<file path="config.mk">
export PLATFORM = sky130hd
export DESIGN_NAME = pid_space_hash_table
export DESIGN_NICKNAME = d
export VERILOG_FILES = /design/src/rtl/core/pst_pkg.sv /design/src/rtl/core/pst_hash.sv /design/src/rtl/core/pst_store.sv /design/src/rtl/core/pst_match.sv /design/src/rtl/core/pid_space_hash_table.sv
export SDC_FILE = /design/constraint.sdc
export NUM_CORES = 2
export LEC_CHECK = 0
export BUFFER_PORTS_ARGS = -buffer_cell sky130_fd_sc_hd__buf_2
export CORE_ASPECT_RATIO = 1.2
export CORE_UTILIZATION = 59
export DETAILED_ROUTE_END_ITERATION = 12
export PLACE_DENSITY = 0.75
export SETUP_SLACK_MARGIN = 0.15
export SLEW_MARGIN = 20
export SYNTH_ARGS = -nofsm -noshare
export SYNTH_HDL_FRONTEND = slang
export SYNTH_SLANG_ARGS = --single-unit
export TNS_END_PERCENT = 30
</file>
<file path="constraint.sdc">
create_clock -name clk -period 10.5 [get_ports clk]
set_clock_uncertainty 0.1 [all_clocks]
set_input_delay 2.1 -clock clk [delete_from_list [all_inputs] [get_ports clk]]
set_output_delay 2.1 -clock clk [all_outputs]
set_load 0.01 [all_outputs]
</file>
<file path="src/rtl/core/pst_pkg.sv">
// ============================================================================
// pst_pkg: shared types and constants of the process-id hash table
// Field widths, command and status codes, FSM states and the match flags.
// ============================================================================
`default_nettype none

package pst_pkg;

  localparam int PID_W    = 22;
  localparam int SIZE_W   = 31;
  localparam int MB_W     = 11;
  localparam int MB_SHIFT = 20;
  localparam int CMD_W    = 2;
  localparam int STAT_W   = 2;

  // request commands
  localparam logic [CMD_W-1:0] CMD_INSERT = 2'd0;
  localparam logic [CMD_W-1:0] CMD_LOOKUP = 2'd1;
  localparam logic [CMD_W-1:0] CMD_CLEAR  = 2'd2;

  // result status
  localparam logic [STAT_W-1:0] STAT_OK        = 2'd0;
  localparam logic [STAT_W-1:0] STAT_NOT_FOUND = 2'd1;
  localparam logic [STAT_W-1:0] STAT_FULL      = 2'd2;

  typedef enum logic [2:0] {
    ST_CLEAR,
    ST_IDLE,
    ST_HASH1,
    ST_HASH2,
    ST_READ,
    ST_MATCH,
    ST_WRITE,
    ST_DONE
  } pst_state_t;

  // bucket search result
  typedef struct packed {
    logic hit;       // a valid way holds the key
    logic has_free;  // at least one way is empty
  } match_t;

endpackage

`default_nettype wire

</file>
<file path="src/rtl/core/pst_hash.sv">
// ============================================================================
// pst_hash: bucket index = pid mod BUCKETS
// Two-stage reciprocal multiply: quotient, then remainder by multiply-subtract.
// ============================================================================
`default_nettype none

module pst_hash import pst_pkg::*; #(
  parameter int BUCKETS = 16,
  parameter int BKT_W   = 4
) (
  input  wire logic             clk,
  input  wire logic [PID_W-1:0] pid,
  output logic      [BKT_W-1:0] bucket
);

  localparam int LOG_B  = $clog2(BUCKETS);
  localparam int SHIFT  = PID_W + LOG_B;
  localparam int MUL_W  = PID_W + 2;
  localparam int PROD_W = PID_W + MUL_W;
  localparam int B_CW   = $clog2(BUCKETS + 1);
  localparam int REM_W  = PID_W + B_CW;
  // ceil(2^SHIFT / BUCKETS): exact quotient for every PID_W-bit value
  localparam longint unsigned RECIP =
    ((64'd1 << SHIFT) + 64'(BUCKETS) - 64'd1) / 64'(BUCKETS);

  logic [PROD_W-1:0] prod_nxt, prod_r;
  logic [PID_W-1:0]  quot;
  logic [REM_W-1:0]  rem_full;
  logic [BKT_W-1:0]  bucket_r;

  assign prod_nxt = PROD_W'(pid) * PROD_W'(RECIP);
  assign quot     = PID_W'(prod_r >> SHIFT);
  assign rem_full = REM_W'(pid) - REM_W'(quot) * REM_W'(BUCKETS);

  // pid is held stable upstream for the whole request
  always_ff @(posedge clk) begin
    prod_r   <= prod_nxt;
    bucket_r <= BKT_W'(rem_full);
  end

  assign bucket = bucket_r;

endmodule

`default_nettype wire

</file>
<file path="src/rtl/core/pst_store.sv">
// ============================================================================
// pst_store: bucket row memories
// Valid bits, keys and sizes, one row per bucket, registered read.
// ============================================================================
`default_nettype none

module pst_store import pst_pkg::*; #(
  parameter int BUCKETS = 16,
  parameter int WAYS    = 4,
  parameter int BKT_W   = 4
) (
  input  wire logic                     clk,
  input  wire logic [BKT_W-1:0]         rd_addr,
  output logic      [WAYS-1:0]          rd_vld,
  output logic      [WAYS*PID_W-1:0]    rd_key,
  output logic      [WAYS*SIZE_W-1:0]   rd_size,
  input  wire logic                     vld_we,
  input  wire logic                     data_we,
  input  wire logic [BKT_W-1:0]         wr_addr,
  input  wire logic [WAYS-1:0]          wr_vld,
  input  wire logic [WAYS*PID_W-1:0]    wr_key,
  input  wire logic [WAYS*SIZE_W-1:0]   wr_size
);

  logic [WAYS-1:0]        vld_mem  [BUCKETS];
  logic [WAYS*PID_W-1:0]  key_mem  [BUCKETS];
  logic [WAYS*SIZE_W-1:0] size_mem [BUCKETS];

  logic [WAYS-1:0]        rd_vld_r;
  logic [WAYS*PID_W-1:0]  rd_key_r;
  logic [WAYS*SIZE_W-1:0] rd_size_r;

  always_ff @(posedge clk) begin
    if (vld_we) begin
      vld_mem[wr_addr] <= wr_vld;
    end
    rd_vld_r <= vld_mem[rd_addr];
  end

  always_ff @(posedge clk) begin
    if (data_we) begin
      key_mem[wr_addr]  <= wr_key;
      size_mem[wr_addr] <= wr_size;
    end
    rd_key_r  <= key_mem[rd_addr];
    rd_size_r <= size_mem[rd_addr];
  end

  assign rd_vld  = rd_vld_r;
  assign rd_key  = rd_key_r;
  assign rd_size = rd_size_r;

endmodule

`default_nettype wire

</file>
<file path="src/rtl/core/pst_match.sv">
// ============================================================================
// pst_match: key compare across one bucket row
// Finds the lowest way holding the key and the lowest empty way.
// ============================================================================
`default_nettype none

module pst_match import pst_pkg::*; #(
  parameter int WAYS  = 4,
  parameter int WAY_W = 2
) (
  input  wire logic                  clk,
  input  wire logic [PID_W-1:0]      pid,
  input  wire logic [WAYS-1:0]       row_vld,
  input  wire logic [WAYS*PID_W-1:0] row_key,
  output match_t                     flags,
  output logic      [WAY_W-1:0]      hit_way,
  output logic      [WAY_W-1:0]      free_way
);

  match_t           flags_nxt, flags_r;
  logic [WAY_W-1:0] hit_way_nxt, hit_way_r;
  logic [WAY_W-1:0] free_way_nxt, free_way_r;

  // descending scan so the lowest way wins
  always_comb begin
    flags_nxt    = '0;
    hit_way_nxt  = '0;
    free_way_nxt = '0;
    for (int w = WAYS - 1; w >= 0; w--) begin
      if (row_vld[w] && (row_key[w*PID_W +: PID_W] == pid)) begin
        flags_nxt.hit = 1'b1;
        hit_way_nxt   = WAY_W'(w);
      end
      if (!row_vld[w]) begin
        flags_nxt.has_free = 1'b1;
        free_way_nxt       = WAY_W'(w);
      end
    end
  end

  always_ff @(posedge clk) begin
    flags_r    <= flags_nxt;
    hit_way_r  <= hit_way_nxt;
    free_way_r <= free_way_nxt;
  end

  assign flags    = flags_r;
  assign hit_way  = hit_way_r;
  assign free_way = free_way_r;

endmodule

`default_nettype wire

</file>
<file path="src/rtl/core/pid_space_hash_table.sv">
// ============================================================================
// pid_space_hash_table: process id to byte count table, fixed-way buckets
// Insert/update, megabyte lookup and whole-table clear over bucket rows.
// ============================================================================
// Sequence: insert and lookup pass two hash stages, the row read, compare,
//   write back and the result stage before out_valid rises; clear wipes one
//   bucket row of valid bits per cycle; an unused code goes straight to the
//   result stage. in_ready is high only when idle, so the next request waits
//   for the read-modify-write of one bucket row; a stalled result holds it.
// Reset: control registers clear on a clocked reset, then a sweep over every bucket row empties the valid bits.
`default_nettype none

module pid_space_hash_table import pst_pkg::*; #(
  parameter int BUCKETS = 16,
  parameter int WAYS    = 4
) (
  input  wire logic              clk,
  input  wire logic              rst_n,
  // request channel
  input  wire logic              in_valid,
  output logic                   in_ready,
  input  wire logic [CMD_W-1:0]  in_command,
  input  wire logic [PID_W-1:0]  in_pid,
  input  wire logic [SIZE_W-1:0] in_size,
  // result channel
  output logic                   out_valid,
  input  wire logic              out_ready,
  output logic [STAT_W-1:0]      out_status,
  output logic [MB_W-1:0]        out_megabytes
);

  localparam int BKT_W = (BUCKETS > 1) ? $clog2(BUCKETS) : 1;
  localparam int WAY_W = (WAYS > 1) ? $clog2(WAYS) : 1;

  pst_state_t state_r, state_nxt;

  // request hold registers
  logic [CMD_W-1:0]  cmd_r;
  logic [PID_W-1:0]  pid_r;
  logic [SIZE_W-1:0] size_r;

  // clear sweep
  logic [BKT_W-1:0] clr_idx_r, clr_idx_nxt;
  logic             clr_reply_r, clr_reply_nxt;
  logic             clr_last;

  // staged result and output register
  logic [STAT_W-1:0] res_status_r, res_status_nxt;
  logic [MB_W-1:0]   res_mb_r, res_mb_nxt;
  logic              out_valid_r;
  logic [STAT_W-1:0] out_status_r;
  logic [MB_W-1:0]   out_mb_r;

  logic in_fire;
  logic done_fire;

  // store and compare
  logic [BKT_W-1:0]       bucket;
  logic [WAYS-1:0]        rd_vld;
  logic [WAYS*PID_W-1:0]  rd_key;
  logic [WAYS*SIZE_W-1:0] rd_size;
  logic                   vld_we, data_we;
  logic [BKT_W-1:0]       wr_addr;
  logic [WAYS-1:0]        wr_vld;
  logic [WAYS*PID_W-1:0]  wr_key;
  logic [WAYS*SIZE_W-1:0] wr_size;
  match_t                 mflags;
  logic [WAY_W-1:0]       hit_way, free_way, tgt_way;
  logic [MB_W-1:0]        hit_mb;

  assign in_fire   = in_valid && in_ready;
  assign done_fire = (state_r == ST_DONE) && (!out_valid_r || out_ready);
  assign clr_last  = (clr_idx_r == BKT_W'(BUCKETS - 1));

  pst_hash #(
    .BUCKETS (BUCKETS),
    .BKT_W   (BKT_W)
  ) u_hash (
    .clk    (clk),
    .pid    (pid_r),
    .bucket (bucket)
  );

  pst_store #(
    .BUCKETS (BUCKETS),
    .WAYS    (WAYS),
    .BKT_W   (BKT_W)
  ) u_store (
    .clk     (clk),
    .rd_addr (bucket),
    .rd_vld  (rd_vld),
    .rd_key  (rd_key),
    .rd_size (rd_size),
    .vld_we  (vld_we),
    .data_we (data_we),
    .wr_addr (wr_addr),
    .wr_vld  (wr_vld),
    .wr_key  (wr_key),
    .wr_size (wr_size)
  );

  pst_match #(
    .WAYS  (WAYS),
    .WAY_W (WAY_W)
  ) u_match (
    .clk      (clk),
    .pid      (pid_r),
    .row_vld  (rd_vld),
    .row_key  (rd_key),
    .flags    (mflags),
    .hit_way  (hit_way),
    .free_way (free_way)
  );

  // --------------------------------------------------------------------------
  // Next state
  // --------------------------------------------------------------------------
  always_comb begin
    state_nxt     = state_r;
    clr_idx_nxt   = clr_idx_r;
    clr_reply_nxt = clr_reply_r;
    case (state_r)
      ST_CLEAR: begin
        clr_idx_nxt = clr_idx_r + BKT_W'(1);
        if (clr_last) begin
          clr_idx_nxt   = '0;
          clr_reply_nxt = 1'b0;
          state_nxt     = clr_reply_r ? ST_DONE : ST_IDLE;
        end
      end
      ST_IDLE: begin
        if (in_fire) begin
          case (in_command)
            CMD_INSERT, CMD_LOOKUP: state_nxt = ST_HASH1;
            CMD_CLEAR: begin
              state_nxt     = ST_CLEAR;
              clr_reply_nxt = 1'b1;
            end
            default: state_nxt = ST_DONE;  // unused code: no-op
          endcase
        end
      end
      ST_HASH1: state_nxt = ST_HASH2;
      ST_HASH2: state_nxt = ST_READ;
      ST_READ:  state_nxt = ST_MATCH;
      ST_MATCH: state_nxt = ST_WRITE;
      ST_WRITE: state_nxt = ST_DONE;
      ST_DONE: begin
        if (done_fire) begin
          state_nxt = ST_IDLE;
        end
      end
      default: state_nxt = ST_IDLE;
    endcase
  end

  // --------------------------------------------------------------------------
  // Outputs: handshake, row write-back and staged result
  // --------------------------------------------------------------------------
  // update an existing key in place, else take the lowest empty way
  assign tgt_way = mflags.hit ? hit_way : free_way;

  always_comb begin
    hit_mb = '0;
    for (int w = 0; w < WAYS; w++) begin
      if (WAY_W'(w) == hit_way) begin
        hit_mb = rd_size[w*SIZE_W + MB_SHIFT +: MB_W];
      end
    end
  end

  // clear sweep writes all-empty rows
  always_comb begin
    for (int w = 0; w < WAYS; w++) begin
      wr_vld[w] = (state_r != ST_CLEAR) && (rd_vld[w] || (WAY_W'(w) == tgt_way));
      wr_key[w*PID_W +: PID_W] =
        (WAY_W'(w) == tgt_way) ? pid_r : rd_key[w*PID_W +: PID_W];
      wr_size[w*SIZE_W +: SIZE_W] =
        (WAY_W'(w) == tgt_way) ? size_r : rd_size[w*SIZE_W +: SIZE_W];
    end
  end

  always_comb begin
    in_ready       = 1'b0;
    vld_we         = 1'b0;
    data_we        = 1'b0;
    wr_addr        = bucket;
    res_status_nxt = res_status_r;
    res_mb_nxt     = res_mb_r;
    case (state_r)
      ST_CLEAR: begin
        vld_we  = 1'b1;
        wr_addr = clr_idx_r;
      end
      ST_IDLE: begin
        in_ready = 1'b1;
        if (in_fire) begin
          res_status_nxt = STAT_OK;
          res_mb_nxt     = '0;
        end
      end
      ST_WRITE: begin
        if (cmd_r == CMD_INSERT) begin
          if (mflags.hit || mflags.has_free) begin
            vld_we  = 1'b1;
            data_we = 1'b1;
          end else begin
            res_status_nxt = STAT_FULL;
          end
        end else if (mflags.hit) begin
          res_mb_nxt = hit_mb;
        end else begin
          res_status_nxt = STAT_NOT_FOUND;
        end
      end
      default: begin
      end
    endcase
  end

  // --------------------------------------------------------------------------
  // Registers
  // --------------------------------------------------------------------------
  always_ff @(posedge clk) begin
    if (!rst_n) begin
      state_r     <= ST_CLEAR;
      clr_idx_r   <= '0;
      clr_reply_r <= 1'b0;
      out_valid_r <= 1'b0;
    end else begin
      state_r     <= state_nxt;
      clr_idx_r   <= clr_idx_nxt;
      clr_reply_r <= clr_reply_nxt;
      if (done_fire) begin
        out_valid_r <= 1'b1;
      end else if (out_ready) begin
        out_valid_r <= 1'b0;
      end
    end
  end

  always_ff @(posedge clk) begin
    if (in_fire) begin
      cmd_r  <= in_command;
      pid_r  <= in_pid;
      size_r <= in_size;
    end
    res_status_r <= res_status_nxt;
    res_mb_r     <= res_mb_nxt;
    if (done_fire) begin
      out_status_r <= res_status_r;
      out_mb_r     <= res_mb_r;
    end
  end

  assign out_valid     = out_valid_r;
  assign out_status    = out_status_r;
  assign out_megabytes = out_mb_r;

  // --------------------------------------------------------------------------
  // Assertions
  // --------------------------------------------------------------------------
  a_full_only_insert: assert property (@(posedge clk) disable iff (!rst_n)
    (done_fire && (res_status_r == STAT_FULL)) |-> (cmd_r == CMD_INSERT))
    else $error("full status on a non-insert request");

  a_mb_only_lookup_hit: assert property (@(posedge clk) disable iff (!rst_n)
    (done_fire && (res_mb_r != '0)) |->
      ((cmd_r == CMD_LOOKUP) && (res_status_r == STAT_OK)))
    else $error("nonzero megabytes outside a lookup hit");

  a_data_write_insert: assert property (@(posedge clk) disable iff (!rst_n)
    data_we |-> ((state_r == ST_WRITE) && (cmd_r == CMD_INSERT)))
    else $error("row write outside insert write-back");

  a_accept_leaves_idle: assert property (@(posedge clk) disable iff (!rst_n)
    in_fire |=> (state_r != ST_IDLE))
    else $error("accepted request did not start");

endmodule

`default_nettype wire
</file>
==> Implementation_results.wiki <==
{| class="wikitable"
! Metric !! Value
|-
| Finished Core Util || 0.660
|-
| Final non-filler cell area || 99,900 µm²
|-
| Place WS || 4970 ps
|-
| Data arrival at the endpoint of the critical path || 5820 ps
|-
| Clock-pin slew of the registers on the worst-case setup and hold paths || 60 ps
|-
| Critical path destination || u_store.key_mem[2][56]
|-
| Crit path required time || 10,850 ps
|-
| Maximum clock path buffer count || 3
|-
| DRT Wirelength || 194,000 µm
|-
| Sink count of the clock tree || 2,392
|-
| TritonCTS clock tree || done
|-
| Fmax achieved || 183 MHz
|-
| Global routing usage summed across all routing layers || 0.256
|-
| Count of pins over their slew limit || 0
|-
| Worst flop-to-flop path endpoint || u_store.key_mem[2][56]
|-
| Status || finished clean
|-
| Total grt overflow || 0
|-
| DRC violation count after routing || 0
|-
| Clock buffer count from CTS || 214
|-
| Mean routed wirelength per cell || 32.0 µm
|-
| Part of the cycle the worst path needs || 0.521
|-
| Crit path from || state_r[1]
|-
| Antenna Nets Post-Route || 0
|-
| Max_slew headroom || 0.243
|-
| HPWL after DPL || 92,100 µm
|-
| Worst Reg-to-Reg Cells || 6
|-
| Worst IR Drop VDD || 0.182 mV
|-
| Weighted congestion reported at the end of routability-driven placement || 0.755
|-
| Global Route met3 Usage || 0.0364
|-
| Number of flops mapped to enable cells by yosys || 2,237
|-
| Synth Cell Area || 90,300 µm²
|-
| Unrepaired setup endpoints after global routing || false
|-
| Max cap viols || 0
|-
| Nets || 3,963
|-
| Number of distinct library cells after synthesis || 47
|-
| Initial standard-cell utilization of the core || 0.597
|-
| Initial DRT Pass Iterations || 6
|-
| Static leakage || 31.1 nW
|-
| Top library cells by usage in the layout, fill and taps aside || 2,237 x sky130_fd_sc_hd__edfxtp_1, 668 x sky130_fd_sc_hd__mux4_2, 218 x sky130_fd_sc_hd__clkbuf_16
|-
| Most common library cell in the layout ignoring fill and taps || sky130_fd_sc_hd__edfxtp_1
|-
| Proportion of netlist area held by the largest area contributor || 0.744
|-
| Busiest metal layer after global routing || met2
|-
| Total of hold buffers inserted after clock tree synthesis || 0
|-
| Filler cell count in the final layout || 9,093
|-
| Met2 GRT Util || 0.425
|-
| Nets in the synthesized netlist || 3,821
|-
| Critical path type || reg2reg
|-
| Die boundary height || 430 µm
|-
| Routed via count || 40,300
|-
| Port buffer count || 53
|-
| Post-synthesis register bit count || 2,392
|-
| Area after detailed placement || 93,000 µm²
|-
| Sum of negative setup slack || 0 ps
|-
| Final hold vios || 0
|-
| Largest area contributor in the synthesized netlist || sky130_fd_sc_hd__edfxtp_1
|-
| Initial antenna violation count || 7
|-
| Buffer type at the clock tree root || sky130_fd_sc_hd__clkbuf_16
|-
| Synth Flop Type || sky130_fd_sc_hd__edfxtp_1
|-
| Synth-to-Final Area Change || 10.7%
|-
| Min Clock Period, post-route || 5470 ps
|-
| DIE AREA || 155,000 µm²
|-
| Largest fanout on the critical path || 36
|-
| Synthesis warning total || 0
|-
| Met1 Use GR || 0.357
|-
| Element type at the critical path start || flip-flop
|-
| First-pass GRT wire length || 284,000 µm
|-
| Fraction of layout cells with a size suffix above 1 || 0.312
|-
| Worst min path class || reg2reg
|-
| Pwr/cell area || 194 nW/µm²
|-
| Actual transition at the worst max-transition pin || 1130 ps
|-
| Area inside the core boundary || 151,000 µm²
|-
| Launch point of the worst reg-to-reg path || state_r[1]
|-
| H-Tree Depth || 4
|-
| Critical path endpoint category || flip-flop
|-
| Post-synthesis async set-or-reset flop share || 0
|-
| Number of buffers added for setup after CTS || 0
|-
| Pin count of the biggest net entering global routing || 117
|-
| Floorplan row count || 156
|-
| Ports placed on the boundary || 74
|-
| 1st-iter DRT viols || 5,103
|-
| Floorplan die width || 359 µm
|-
| Worst R2R Setup Slack || 5030 ps
|-
| Via density per instance || 6.64
|-
| Share of synthesized area occupied by flip-flops and latches || 0.779
|-
| Average instance area after synthesis || 24.0 µm²
|-
| Final Worst Setup Slack || 5030 ps
|-
| Via count of the first global-routing pass || 42,000
|-
| Worst skew pair latency || 840 ps
|-
| Cells after Synth || 3,761
|-
| PostCTS Resize Cnt || 0
|-
| Top cells by area, synth || sky130_fd_sc_hd__edfxtp_1 74%, sky130_fd_sc_hd__mux4_2 17%, sky130_fd_sc_hd__dfxtp_1 3.4%
|-
| Setup violations, final || 0
|}
## power by group
| group | switching [W] | internal (W) |
|---|---|---|
| logic | 0.000591 | 0.000320 |
| registers | 0.0000744 | 0.0107 |
| clock network | 0.00338 | 0.00425 |
## logic make-up after synthesis
logic type,count (synthesis),share of synthesized area
flip-flops,2392,0.779
multiplexers,823,0.186
buffers and inverters,212,0.0112
AND/OR/NAND/NOR,160,0.00955
XOR/XNOR,89,0.00864
AO/OA/AOI/OAI,84,0.00610
adder cells (fa/ha/maj),1,0.000139
## metal layers
layer  vias to the layer above  share of wire
met4                         6          0.029
met2                      1963           0.51
met5                         -        0.00014
met1                     21700           0.39
met3                       332          0.076
li1                      16300              -
## critical path, stage by stage (launching register included)
cell                       delay, ps
sky130_fd_sc_hd__dfxtp_1         550
sky130_fd_sc_hd__nand3b_1        700
sky130_fd_sc_hd__nor4_2          730
sky130_fd_sc_hd__nand3_1         490
sky130_fd_sc_hd__nor2_4         1010
sky130_fd_sc_hd__buf_4           720
sky130_fd_sc_hd__buf_4           740
## stage by stage
step | hold WS, ps | std cells | power [W]
finish | 321 | 6072 | 0.0193
global placement | 305 | 5662 | 0.0118
CTS | 322 | 6069 | 0.0194
floorplan | 246 | 3761 | 0.0116
global route | 330 | 6071 | 0.0198
detailed placement | 308 | 5662 | 0.0119
## how the worst min path moves through the flow
stage / start / to / slack (ps) / depth (start not counted)
finish: res_mb_r[7] / out_megabytes[7] / 320 / 0
global route: res_mb_r[3] / out_megabytes[3] / 330 / 0
CTS: res_mb_r[6] / out_megabytes[6] / 320 / 0
detailed placement: res_mb_r[3] / out_megabytes[3] / 310 / 0
global placement: res_mb_r[6] / out_megabytes[6] / 310 / 0
floorplan: pid_r[0] / u_hash.bucket[0] / 250 / 0
## registers in the layout (all words and copies together) (netlist names), 3 cells and up
signal            cells
u_hash.bucket         4
clr_idx_r             4
u_store.rd_vld        4
u_store.rd_key       88
out_megabytes        11
u_store.rd_size      44
pid_r                22
state_r               3
u_store.key_mem    1408
size_r               11
u_store.size_mem    704
res_mb_r             11
u_store.vld_mem      64
## final cells by class
class	count	area, µm²	share of cell area
clock inverters	115	995	0.00996
inverters	8	30.0	0.000301
well taps	1975	2470	0.0247
flip-flops and latches	2392	70300	0.704
multi-input cells	1157	19200	0.192
repair buffers	130	1010	0.0101
diodes	3	7.51	0.0000752
clock buffers	292	5920	0.0593
## Yosys cell counts (10+ instances only)
cell type and instances:
sky130_fd_sc_hd__dfxtp_1 155, sky130_fd_sc_hd__nor2b_1 36, sky130_fd_sc_hd__buf_2 67, sky130_fd_sc_hd__nand2_1 10
sky130_fd_sc_hd__xor2_1 37, sky130_fd_sc_hd__mux2i_1 23, sky130_fd_sc_hd__mux2_2 132, sky130_fd_sc_hd__a21oi_1 32
sky130_fd_sc_hd__mux4_2 668, sky130_fd_sc_hd__a211oi_1 26, sky130_fd_sc_hd__buf_4 23, sky130_fd_sc_hd__clkbuf_1 82
sky130_fd_sc_hd__buf_1 26, sky130_fd_sc_hd__nor2_1 44, sky130_fd_sc_hd__xnor2_1 52, sky130_fd_sc_hd__nand4_1 17
sky130_fd_sc_hd__edfxtp_1 2237
Power figures use the tool's default switching activity.
